`src/sv/dns_query_hijack_responder_defines.svh`:
```
// Assertion macros shared by the DNS responder modules.
`ifndef DNS_QUERY_HIJACK_RESPONDER_DEFINES_SVH
`define DNS_QUERY_HIJACK_RESPONDER_DEFINES_SVH

`ifndef NO_ASSERTIONS
`define DQHR_ASSERT(lbl, clk, rst_n, prop) \
    lbl: assert property (@(posedge clk) disable iff (!rst_n) prop) \
        else $error("dqhr assertion failed");
`define DQHR_ASSERT_NEXT(lbl, clk, rst_n, ante, cons) \
    lbl: assert property (@(posedge clk) disable iff (!rst_n) (ante) |=> (cons)) \
        else $error("dqhr assertion failed");
`else
`define DQHR_ASSERT(lbl, clk, rst_n, prop)
`define DQHR_ASSERT_NEXT(lbl, clk, rst_n, ante, cons)
`endif

`endif

```
`src/sv/dqhr_pkg.sv`:
```
// Types, constants and helper functions of the DNS responder.
package dqhr_pkg;

    localparam int unsigned MAX_QUERY_LEN_DEF = 512;
    localparam int unsigned POS_W = 10;
    localparam logic [POS_W-1:0] POS_MAX = 10'd1023;
    localparam logic [POS_W-1:0] NAME_START = 10'd12;
    localparam logic [POS_W-1:0] HDR_LAST = 10'd11;

    localparam int unsigned CAP_W = 10;
    localparam logic [CAP_W-1:0] CAP_RESET = 10'd528;
    localparam logic [31:0] ANSWER_RESET = 32'd0;

    localparam int unsigned CFG_IDX_W = 1;
    localparam logic [CFG_IDX_W-1:0] CFG_ANSWER_ADDRESS = 1'b0;
    localparam logic [CFG_IDX_W-1:0] CFG_REPLY_CAPACITY = 1'b1;

    localparam int unsigned QUEUE_DEPTH = 4;
    localparam int unsigned QPTR_W = 2;
    localparam int unsigned QCNT_W = 3;

    localparam int unsigned ANS_LEN = 16;
    localparam int unsigned STEP_W = 5;
    localparam logic [10:0] ANS_ROOM = 11'd17;

    localparam logic [7:0] FLAGS_HI = 8'h81;
    localparam logic [7:0] FLAGS_LO = 8'h80;
    localparam logic [15:0] TYPE_A = 16'd1;
    localparam logic [15:0] TYPE_ANY = 16'd255;
    localparam logic [15:0] CLASS_IN = 16'd1;

    typedef enum logic [1:0] {
        PH_HEADER,
        PH_NAME,
        PH_FIELDS,
        PH_DONE
    } t_phase;

    typedef enum logic [1:0] {
        TAIL_NONE,
        TAIL_ANSWER,
        TAIL_DISCARD
    } t_tail;

    typedef struct packed {
        logic       emit;
        logic [7:0] data;
        t_tail      tail;
    } t_cmd;

    function automatic logic [7:0] answer_byte(input logic [3:0] idx,
                                               input logic [31:0] addr);
        logic [7:0] v;
        case (idx)
            4'd0: v = 8'hC0;
            4'd1: v = 8'h0C;
            4'd3: v = 8'h01;
            4'd5: v = 8'h01;
            4'd11: v = 8'h04;
            4'd12: v = addr[31:24];
            4'd13: v = addr[23:16];
            4'd14: v = addr[15:8];
            4'd15: v = addr[7:0];
            default: v = 8'h00;
        endcase
        return v;
    endfunction

endpackage

```
`src/sv/dqhr_if.sv`:
```
// Request channel interfaces for query bytes and reply bytes.
interface dqhr_query_if;
    logic       valid;
    logic       ready;
    logic [7:0] query_byte;
    logic       last_byte;

    modport source (output valid, output query_byte, output last_byte, input ready);
    modport sink (input valid, input query_byte, input last_byte, output ready);
endinterface

interface dqhr_reply_if;
    logic       valid;
    logic       ready;
    logic [7:0] reply_byte;
    logic       reply_end;
    logic       reply_keep;

    modport source (output valid, output reply_byte, output reply_end,
                    output reply_keep, input ready);
    modport sink (input valid, input reply_byte, input reply_end,
                  input reply_keep, output ready);
endinterface

```
`src/sv/dqhr_front.sv`:
```
// Front end: parses query bytes and issues emit commands to the queue.
`include "dns_query_hijack_responder_defines.svh"

module dqhr_front #(
    parameter int unsigned MAX_QUERY_LEN = dqhr_pkg::MAX_QUERY_LEN_DEF
) (
    input  logic                          i_clk,
    input  logic                          i_rst_n,
    dqhr_query_if.sink                    i_query,
    input  logic [dqhr_pkg::CAP_W-1:0]    i_capacity,
    input  logic                          i_full,
    output logic                          o_push,
    output dqhr_pkg::t_cmd                o_cmd
);

    localparam logic [dqhr_pkg::POS_W:0] MAX_L = (dqhr_pkg::POS_W + 1)'(MAX_QUERY_LEN);

    logic [dqhr_pkg::POS_W-1:0] r_pos, n_pos;
    logic [dqhr_pkg::POS_W-1:0] r_lab_end, n_lab_end;
    dqhr_pkg::t_phase           r_phase, n_phase, c_phase;
    logic                       r_rej, n_rej, c_rej;
    logic [15:0]                r_qtype, n_qtype;
    logic [15:0]                r_qclass, n_qclass;

    logic                       acc;
    logic [7:0]                 b;
    logic [dqhr_pkg::POS_W:0]   pos_x;
    logic [dqhr_pkg::POS_W:0]   nxt;
    logic [1:0]                 off;
    logic                       emit;
    logic [7:0]                 ob;

    assign i_query.ready = !i_full;
    assign acc = i_query.valid && !i_full;
    assign b = i_query.query_byte;
    assign pos_x = {1'b0, r_pos};
    assign nxt = pos_x + {3'b000, b} + 11'd1;
    assign off = 2'(r_pos - r_lab_end);

    always_comb begin
        c_phase = r_phase;
        c_rej = r_rej;
        n_lab_end = r_lab_end;
        n_qtype = r_qtype;
        n_qclass = r_qclass;
        n_pos = r_pos;
        if (acc && !r_rej) begin
            if (pos_x >= MAX_L) begin
                c_rej = 1'b1;
            end else begin
                unique case (r_phase)
                    dqhr_pkg::PH_HEADER: begin
                        if (r_pos == 10'd2 && (b[7] || b[6:3] != 4'd0)) begin
                            c_rej = 1'b1;
                        end
                        if (r_pos == 10'd4 && b != 8'd0) begin
                            c_rej = 1'b1;
                        end
                        if (r_pos == 10'd5 && b != 8'd1) begin
                            c_rej = 1'b1;
                        end
                        if (r_pos == dqhr_pkg::HDR_LAST) begin
                            c_phase = dqhr_pkg::PH_NAME;
                            n_lab_end = dqhr_pkg::NAME_START;
                        end
                    end
                    dqhr_pkg::PH_NAME: begin
                        if (r_pos == r_lab_end) begin
                            if (b == 8'd0) begin
                                c_phase = dqhr_pkg::PH_FIELDS;
                                n_lab_end = r_pos + 10'd1;
                            end else if (b[7:6] != 2'b00) begin
                                c_rej = 1'b1;
                            end else if (nxt >= MAX_L) begin
                                c_rej = 1'b1;
                            end else begin
                                n_lab_end = nxt[dqhr_pkg::POS_W-1:0];
                            end
                        end
                    end
                    dqhr_pkg::PH_FIELDS: begin
                        if (!off[1]) begin
                            n_qtype = {r_qtype[7:0], b};
                        end else begin
                            n_qclass = {r_qclass[7:0], b};
                        end
                        if (off == 2'd3) begin
                            if ((r_qtype == dqhr_pkg::TYPE_A || r_qtype == dqhr_pkg::TYPE_ANY)
                                && {r_qclass[7:0], b} == dqhr_pkg::CLASS_IN
                                && pos_x + dqhr_pkg::ANS_ROOM <= {1'b0, i_capacity}) begin
                                c_phase = dqhr_pkg::PH_DONE;
                            end else begin
                                c_rej = 1'b1;
                            end
                        end
                    end
                    dqhr_pkg::PH_DONE: begin
                    end
                    default: begin
                    end
                endcase
            end
        end
        if (acc && r_pos != dqhr_pkg::POS_MAX) begin
            n_pos = r_pos + 10'd1;
        end
        n_phase = c_phase;
        n_rej = c_rej;
        if (acc && i_query.last_byte) begin
            n_pos = '0;
            n_lab_end = '0;
            n_phase = dqhr_pkg::PH_HEADER;
            n_rej = 1'b0;
            n_qtype = '0;
            n_qclass = '0;
        end
    end

    always_comb begin
        emit = !c_rej && r_phase != dqhr_pkg::PH_DONE;
        ob = b;
        if (r_phase == dqhr_pkg::PH_HEADER) begin
            case (r_pos)
                10'd2: ob = dqhr_pkg::FLAGS_HI;
                10'd3: ob = dqhr_pkg::FLAGS_LO;
                10'd6: ob = 8'h00;
                10'd7: ob = 8'h01;
                10'd8, 10'd9, 10'd10, 10'd11: ob = 8'h00;
                default: ob = b;
            endcase
        end
        o_push = acc && (emit || i_query.last_byte);
        o_cmd.emit = emit;
        o_cmd.data = ob;
        if (!i_query.last_byte) begin
            o_cmd.tail = dqhr_pkg::TAIL_NONE;
        end else if (!c_rej && c_phase == dqhr_pkg::PH_DONE) begin
            o_cmd.tail = dqhr_pkg::TAIL_ANSWER;
        end else begin
            o_cmd.tail = dqhr_pkg::TAIL_DISCARD;
        end
    end

    always_ff @(posedge i_clk) begin
        if (!i_rst_n) begin
            r_pos <= '0;
            r_lab_end <= '0;
            r_phase <= dqhr_pkg::PH_HEADER;
            r_rej <= 1'b0;
            r_qtype <= '0;
            r_qclass <= '0;
        end else begin
            r_pos <= n_pos;
            r_lab_end <= n_lab_end;
            r_phase <= n_phase;
            r_rej <= n_rej;
            r_qtype <= n_qtype;
            r_qclass <= n_qclass;
        end
    end

    `DQHR_ASSERT(a_fields_after_name, i_clk, i_rst_n, (r_phase == dqhr_pkg::PH_FIELDS) |-> (r_lab_end <= r_pos))
    `DQHR_ASSERT(a_rejected_silent, i_clk, i_rst_n, (r_rej && !i_query.last_byte) |-> !o_push)

endmodule

```
`src/sv/dqhr_queue.sv`:
```
// Short command queue between the parser and the reply emitter.
`include "dns_query_hijack_responder_defines.svh"

module dqhr_queue (
    input  logic           i_clk,
    input  logic           i_rst_n,
    input  logic           i_push,
    input  dqhr_pkg::t_cmd i_cmd,
    input  logic           i_pop,
    output logic           o_full,
    output logic           o_valid,
    output dqhr_pkg::t_cmd o_cmd
);

    dqhr_pkg::t_cmd                r_mem [dqhr_pkg::QUEUE_DEPTH];
    logic [dqhr_pkg::QPTR_W-1:0]   r_wr, r_rd;
    logic [dqhr_pkg::QCNT_W-1:0]   r_cnt;

    assign o_full = r_cnt == dqhr_pkg::QCNT_W'(dqhr_pkg::QUEUE_DEPTH);
    assign o_valid = r_cnt != '0;
    assign o_cmd = r_mem[r_rd];

    always_ff @(posedge i_clk) begin
        if (i_push) begin
            r_mem[r_wr] <= i_cmd;
        end
    end

    always_ff @(posedge i_clk) begin
        if (!i_rst_n) begin
            r_wr <= '0;
            r_rd <= '0;
            r_cnt <= '0;
        end else begin
            if (i_push) begin
                r_wr <= r_wr + 1'b1;
            end
            if (i_pop) begin
                r_rd <= r_rd + 1'b1;
            end
            if (i_push && !i_pop) begin
                r_cnt <= r_cnt + 1'b1;
            end else if (i_pop && !i_push) begin
                r_cnt <= r_cnt - 1'b1;
            end
        end
    end

    `DQHR_ASSERT(a_count_bound, i_clk, i_rst_n, r_cnt <= dqhr_pkg::QCNT_W'(dqhr_pkg::QUEUE_DEPTH))
    `DQHR_ASSERT(a_pop_nonempty, i_clk, i_rst_n, i_pop |-> o_valid)

endmodule

```
`src/sv/dqhr_back.sv`:
```
// Back end: turns queued commands into reply bytes and appends the answer or a closing zero byte.
`include "dns_query_hijack_responder_defines.svh"

module dqhr_back (
    input  logic           i_clk,
    input  logic           i_rst_n,
    input  logic           i_valid,
    input  dqhr_pkg::t_cmd i_cmd,
    input  logic [31:0]    i_address,
    output logic           o_pop,
    dqhr_reply_if.source   o_reply
);

    logic [dqhr_pkg::STEP_W-1:0] r_step, n_step;
    logic [dqhr_pkg::STEP_W-1:0] e;
    logic [3:0]                  e_m1;
    logic                        r_valid;
    logic [7:0]                  r_byte;
    logic                        r_end, r_keep;
    logic [7:0]                  res_byte;
    logic                        res_end, res_keep, done;
    logic                        advance;

    assign e = (r_step == '0 && !i_cmd.emit) ? 5'd1 : r_step;
    assign e_m1 = e[3:0] - 4'd1;
    assign advance = i_valid && (!r_valid || o_reply.ready);

    always_comb begin
        if (e == '0) begin
            res_byte = i_cmd.data;
            res_end = 1'b0;
            res_keep = 1'b0;
            done = i_cmd.tail == dqhr_pkg::TAIL_NONE;
        end else if (i_cmd.tail == dqhr_pkg::TAIL_DISCARD) begin
            res_byte = 8'h00;
            res_end = 1'b1;
            res_keep = 1'b0;
            done = 1'b1;
        end else begin
            res_byte = dqhr_pkg::answer_byte(e_m1, i_address);
            res_end = e == dqhr_pkg::STEP_W'(dqhr_pkg::ANS_LEN);
            res_keep = res_end;
            done = res_end;
        end
        o_pop = advance && done;
        n_step = r_step;
        if (advance) begin
            n_step = done ? '0 : e + 5'd1;
        end
    end

    always_ff @(posedge i_clk) begin
        if (!i_rst_n) begin
            r_step <= '0;
            r_valid <= 1'b0;
        end else begin
            r_step <= n_step;
            if (advance) begin
                r_valid <= 1'b1;
            end else if (o_reply.ready) begin
                r_valid <= 1'b0;
            end
        end
    end

    always_ff @(posedge i_clk) begin
        if (advance) begin
            r_byte <= res_byte;
            r_end <= res_end;
            r_keep <= res_keep;
        end
    end

    assign o_reply.valid = r_valid;
    assign o_reply.reply_byte = r_byte;
    assign o_reply.reply_end = r_end;
    assign o_reply.reply_keep = r_keep;

    `DQHR_ASSERT(a_step_bound, i_clk, i_rst_n, r_step <= dqhr_pkg::STEP_W'(dqhr_pkg::ANS_LEN))
    `DQHR_ASSERT_NEXT(a_pop_clears_step, i_clk, i_rst_n, o_pop, r_step == '0)

endmodule

```
`src/sv/dns_query_hijack_responder.sv`:
```
// Top level of the captive portal DNS A record responder.
// Query bytes enter on i_query, one request per byte, with last_byte on the
// final byte of a packet. Reply bytes leave on o_reply, one request each.
// A byte is accepted every cycle while the four-entry command queue has room.
// An echoed byte passes from the command queue through the output register
// to o_reply. The final byte of an accepted packet adds sixteen answer bytes,
// one per cycle from the emitter while the receiver is ready, with reply_end
// and reply_keep set on the last; a rejected packet ends with one zero byte
// carrying reply_end. While the emitter appends an answer it pops no
// command, so the queue fills if bytes keep arriving and i_query.ready drops.
// When the receiver stalls, the output register holds its byte, the queue
// fills, and input is held off; nothing is dropped.
// Configuration writes on i_cfg_we must be made only while no packet is in
// flight; the block does not enforce this. Reset clears the parser, the queue
// and the output, sets the answer address to zero and the capacity to 528.
module dns_query_hijack_responder #(
    parameter int unsigned MAX_QUERY_LEN = dqhr_pkg::MAX_QUERY_LEN_DEF
) (
    input  logic                              i_clk,
    input  logic                              i_rst_n,
    dqhr_query_if.sink                        i_query,
    dqhr_reply_if.source                      o_reply,
    input  logic                              i_cfg_we,
    input  logic [dqhr_pkg::CFG_IDX_W-1:0]    i_cfg_index,
    input  logic [31:0]                       i_cfg_data
);

    logic [31:0]                r_address;
    logic [dqhr_pkg::CAP_W-1:0] r_capacity;
    logic                       push, pop, full, head_valid;
    dqhr_pkg::t_cmd             push_cmd, head_cmd;

    always_ff @(posedge i_clk) begin
        if (!i_rst_n) begin
            r_address <= dqhr_pkg::ANSWER_RESET;
            r_capacity <= dqhr_pkg::CAP_RESET;
        end else if (i_cfg_we) begin
            if (i_cfg_index == dqhr_pkg::CFG_ANSWER_ADDRESS) begin
                r_address <= i_cfg_data;
            end
            if (i_cfg_index == dqhr_pkg::CFG_REPLY_CAPACITY) begin
                r_capacity <= i_cfg_data[dqhr_pkg::CAP_W-1:0];
            end
        end
    end

    dqhr_front #(
        .MAX_QUERY_LEN(MAX_QUERY_LEN)
    ) u_front (
        .i_clk(i_clk),
        .i_rst_n(i_rst_n),
        .i_query(i_query),
        .i_capacity(r_capacity),
        .i_full(full),
        .o_push(push),
        .o_cmd(push_cmd)
    );

    dqhr_queue u_queue (
        .i_clk(i_clk),
        .i_rst_n(i_rst_n),
        .i_push(push),
        .i_cmd(push_cmd),
        .i_pop(pop),
        .o_full(full),
        .o_valid(head_valid),
        .o_cmd(head_cmd)
    );

    dqhr_back u_back (
        .i_clk(i_clk),
        .i_rst_n(i_rst_n),
        .i_valid(head_valid),
        .i_cmd(head_cmd),
        .i_address(r_address),
        .o_pop(pop),
        .o_reply(o_reply)
    );

endmodule
```
`src/flat_wrapper.sv`:
```
// flat-port wrapper written by rule: the top's interface ports become plain ports
module dns_query_hijack_responder_flat 
#(
    parameter int unsigned MAX_QUERY_LEN = dqhr_pkg::MAX_QUERY_LEN_DEF
)
  (i_clk, i_rst_n, i_cfg_we, i_cfg_index, i_cfg_data, i_query_valid, i_query_query_byte, i_query_last_byte, i_query_ready, o_reply_valid, o_reply_reply_byte, o_reply_reply_end, o_reply_reply_keep, o_reply_ready);
  dqhr_query_if i_query_i ();
  dqhr_reply_if o_reply_i ();
  input  logic i_clk;
  input  logic i_rst_n;
  input  logic i_cfg_we;
  input  logic [dqhr_pkg::CFG_IDX_W-1:0] i_cfg_index;
  input  logic [31:0] i_cfg_data;
  input wire logic [$bits(i_query_i.valid)-1:0] i_query_valid;
  input wire logic [$bits(i_query_i.query_byte)-1:0] i_query_query_byte;
  input wire logic [$bits(i_query_i.last_byte)-1:0] i_query_last_byte;
  output wire logic [$bits(i_query_i.ready)-1:0] i_query_ready;
  output wire logic [$bits(o_reply_i.valid)-1:0] o_reply_valid;
  output wire logic [$bits(o_reply_i.reply_byte)-1:0] o_reply_reply_byte;
  output wire logic [$bits(o_reply_i.reply_end)-1:0] o_reply_reply_end;
  output wire logic [$bits(o_reply_i.reply_keep)-1:0] o_reply_reply_keep;
  input wire logic [$bits(o_reply_i.ready)-1:0] o_reply_ready;
  assign i_query_i.valid = i_query_valid;
  assign i_query_i.query_byte = i_query_query_byte;
  assign i_query_i.last_byte = i_query_last_byte;
  assign i_query_ready = i_query_i.ready;
  assign o_reply_valid = o_reply_i.valid;
  assign o_reply_reply_byte = o_reply_i.reply_byte;
  assign o_reply_reply_end = o_reply_i.reply_end;
  assign o_reply_reply_keep = o_reply_i.reply_keep;
  assign o_reply_i.ready = o_reply_ready;
  dns_query_hijack_responder #(.MAX_QUERY_LEN(MAX_QUERY_LEN)) u_core (.i_clk(i_clk), .i_rst_n(i_rst_n), .i_query(i_query_i), .o_reply(o_reply_i), .i_cfg_we(i_cfg_we), .i_cfg_index(i_cfg_index), .i_cfg_data(i_cfg_data));
endmodule
```
`config.mk`:
```
export PLATFORM = sky130hd
export DESIGN_NAME = dns_query_hijack_responder_flat
export DESIGN_NICKNAME = d
export VERILOG_FILES = /design/src/sv/dqhr_pkg.sv /design/src/sv/dqhr_if.sv /design/src/sv/dqhr_front.sv /design/src/sv/dqhr_queue.sv /design/src/sv/dqhr_back.sv /design/src/sv/dns_query_hijack_responder.sv /design/src/flat_wrapper.sv
export VERILOG_INCLUDE_DIRS = /design/src /design/src/sv
export SDC_FILE = /design/constraint.sdc
export NUM_CORES = 1
export LEC_CHECK = 0
export ABC_AREA = 1
export BUFFER_PORTS_ARGS = -buffer_cell sky130_fd_sc_hd__buf_4
export CORE_ASPECT_RATIO = 0.7
export CORE_MARGIN = 10
export CORE_UTILIZATION = 50
export DETAILED_ROUTE_END_ITERATION = 8
export PLACE_DENSITY = 0.69
export SETUP_SLACK_MARGIN = 0.2
export SYNTH_ARGS = -nofsm -noshare
export SYNTH_HDL_FRONTEND = slang
export SYNTH_SLANG_ARGS = --single-unit
export TNS_END_PERCENT = 100
```
`constraint.sdc`:
```
create_clock -name i_clk -period 4.4 [get_ports i_clk]
set_input_delay 0.44 -clock i_clk [delete_from_list [all_inputs] [get_ports i_clk]]
set_output_delay 0.44 -clock i_clk [all_outputs]
set_load 0.005 [all_outputs]
```
==> reports/results.ini <==
[yosys]
ys_ff_latch=158
yosys_warnings=0
syn_inst=1035
ys_types=46
synth.area.mux_share=0
netlist_area_um2=8110
synth_simple_gate_area_share=0.230
syn_avg_cell_area_um2=7.83
yosysSeqAreaShare=0.457
synth_nets=1117
ys_dominant_reg_cell=dfxtp_1
async_flop_share=0
synth_top_family_by_area=simple AND/OR/NAND/NOR gates
synth_edf_count=54
synth_fa_ha_area_frac=0.0559
synth_compound_area_frac=0.157
synth-xor-area-share=0.0248

[outcome]
status=finished clean

[hold_path]
holdPathEnd=u_core.r_address[11]
hold_depth=3
hp-start=i_cfg_data[11]
hold_path_class=input pin to flop

[worst_setup_path]
cp_max_fo=9
end_kind=flop
rrSetupSlack_ps=650
regToRegStartpoint=u_core.u_front.r_pos[0]
r2r_cells=26
critPathLaunchType=flop
r2r-end=u_core.u_queue.r_cnt[2]
required_ps=4710
critical_path_arrival_ps=4060
worstSetupPathType=flop to flop

[global_routing]
busiest_layer=met1
gr-usage-met3=0.0567
met1_usage=0.279
grt_use_total=0.189
grt_overflow=0
grt_max_degree=53
grt_pass1_vias=6503
grt.met2_usage=0.264
grt_pass1_wl_mm=33.2
antenna_found_initial=0

[place]
hpwl_mm=14.9
post-place-ws_ps=356
port_buffers=58
place_area_um2=8670
gp_congestion=0.944

[routing]
first_pass_iters=5
vias=6975
wirelength_mm=20.7
viasPerCell=5.37
drc_errors=0
postRouteAntennaNets=0
wire_per_inst_um=15.9
initialDrtViolationCount=526

[layout]
nNetsFinal=1169
fin_area_um2=9300
drive_gt1_frac=0.128
area_delta_synth_final_pct=14.8
diodes=0

[sta]
tightest_slew_ps=1040
holdWs_ps=234
setup_violations=0
max_slew_margin=0.307
layout_setup_ws_ps=649
fmax_ghz=0.267
tns_ps=0
hold_viol=0
period_minus_slack_ps=3750
rsz0062_at_grt=no
layout_worst_path_cycle_share=0.853
fin_skew_ps=14.4
maxSlewViolCount=0

[clock_network]
cts_tree=yes
clk_latency_ps=430
clock_sinks=158
clk_pin_slew_ps=70
ctsHoldBuffers=0
htreeDepth=4
post_cts_buffers=0
cts_buffers=17
clockBufferDepth=2
root_buffer=clkbuf_16

[floorplanning]
fp.dieW_um=172
dieArea_um2=21800
io_pins=59
core-area_um2=15700
initial_core_util=0.517
rows=38
die_h_um=127

[power]
vdd_ir_drop_max_uv=268
p_leak_nw=4.07
power.density_nw_per_um2=546

[run]
max_cap_violations=0

[area by class of cell]
cell class	instances	area, um^2
fill	1427	6390
multi-input combinational	729	3800
sequential	158	3710
timing repair buffer	67	503
clock buffer	18	429
inverter	114	428
tap	200	250
clock inverter	14	174
[per-stage QoR]
stage               utilization  instances  total power [mW]
finish                    0.593       1300              5.08
global route              0.593       1300              5.40
global placement          0.553       1268              3.53
detailed placement        0.553       1268              3.56
floorplan                     -       1035              3.07
CTS                       0.591       1300              5.10
[cell usage in the layout, fill, tap and decap left out, types with 6 or more instances in the layout]
master / count
nand4_1: 10
ha_1: 32
xor2_1: 17
inv_2: 12
nor2_1: 179
dfxtp_1: 100
edfxtp_1: 54
o22ai_1: 11
o21ai_0: 110
inv_1: 100
nand2_2: 7
nand3_1: 46
nand2_1: 169
nor3_1: 7
a211oi_1: 6
a21oi_1: 75
buf_4: 67
clkbuf_16: 17
xnor2_1: 6
o21ai_1: 6
[registers in the layout (all words and copies together), names as in the netlist, named ones only]
signal                            flops
u_core.u_queue.r_mem                 44
u_core.r_address                     32
u_core.u_front.r_qtype               16
u_core.r_capacity                    10
u_core.u_front.r_lab_end             10
u_core.u_front.r_pos                 10
u_core.u_back.o_reply.reply_byte      8
u_core.u_front.r_qclass               8
u_core.u_back.r_step                  5
u_core.u_queue.r_cnt                  3
u_core.u_front.r_phase                2
u_core.u_queue.r_rd                   2
u_core.u_queue.r_wr                   2
u_core.u_back.o_reply.reply_end       1
u_core.u_back.o_reply.reply_keep      1
u_core.u_back.o_reply.valid           1
u_core.u_front.r_rej                  1
[report_power, final]
part           switching (mW)  leakage (nW)  internal, mW
Sequential              0.129          1.36          1.77
Clock                   0.656         0.287         0.860
Combinational            1.10          2.43         0.560
Total                    1.89          4.07          3.19
[routing by layer]
metal	vias up	wire length [um]
met5	-	0
met1	3223	10200
met3	17	1570
li1	3519	-
met2	216	8760
met4	0	173
[cell families after synthesis]
kind of cell | count (synthesis)
buf+inv | 148
flops | 158
fa+ha+maj | 35
compound gates | 232
simple gates | 439
xor+xnor | 23
[worst max-delay path, stage by stage, from the launching register on]
cell	delay [ps]
dfxtp_2	400
ha_4	180
inv_1	90
o21ai_1	180
inv_1	100
nor2_2	130
nand2_1	80
xor2_1	150
ha_1	270
nand2_1	70
nor2_1	40
a211oi_1	170
nand2_1	80
nand2_1	90
nand2_1	60
nand2_1	60
nand3_1	110
nand2_2	130
nand3_4	110
nand2_1	90
ha_1	140
inv_1	60
fa_1	370
a21oi_1	140
o21ai_0	110
o21ai_0	160
a21oi_1	50
[what timing repair did]
item,in CTS,in global routing
endpoints found under the hold margin,0,0
endpoints found under the setup margin,0,2
resized for setup,0,12
[cell usage after synthesis (7+ instances only)]
cell type	number	area [um^2]
nor2_1	182	683
o21ai_0	111	556
nand2_1	169	634
inv_1	100	375
nand2_2	7	43.8
ha_1	33	413
nand3_1	46	230
nor3_1	7	35.0
edfxtp_1	54	1620
dfxtp_1	104	2080
a21oi_1	75	375
inv_2	12	45.0
nand4_1	10	62.6
clkbuf_1	18	67.6
o22ai_1	11	68.8
xor2_1	17	149
[how the worst max path moves through the flow]
stage / start / endpoint
2_1_floorplan: u_core.u_front.r_pos[1] / u_core.u_queue.r_mem[0][0]
4_1_cts: u_core.u_front.r_pos[1] / u_core.u_queue.r_cnt[2]
5_1_grt: u_core.u_front.r_pos[0] / u_core.u_queue.r_cnt[2]
3_5_place_dp: u_core.u_front.r_pos[1] / u_core.u_queue.r_cnt[2]
3_3_place_gp: u_core.u_front.r_pos[1] / u_core.u_queue.r_cnt[2]
6_report: u_core.u_front.r_pos[0] / u_core.u_queue.r_cnt[2]
Note: power is estimated with default switching activity, not from simulation.
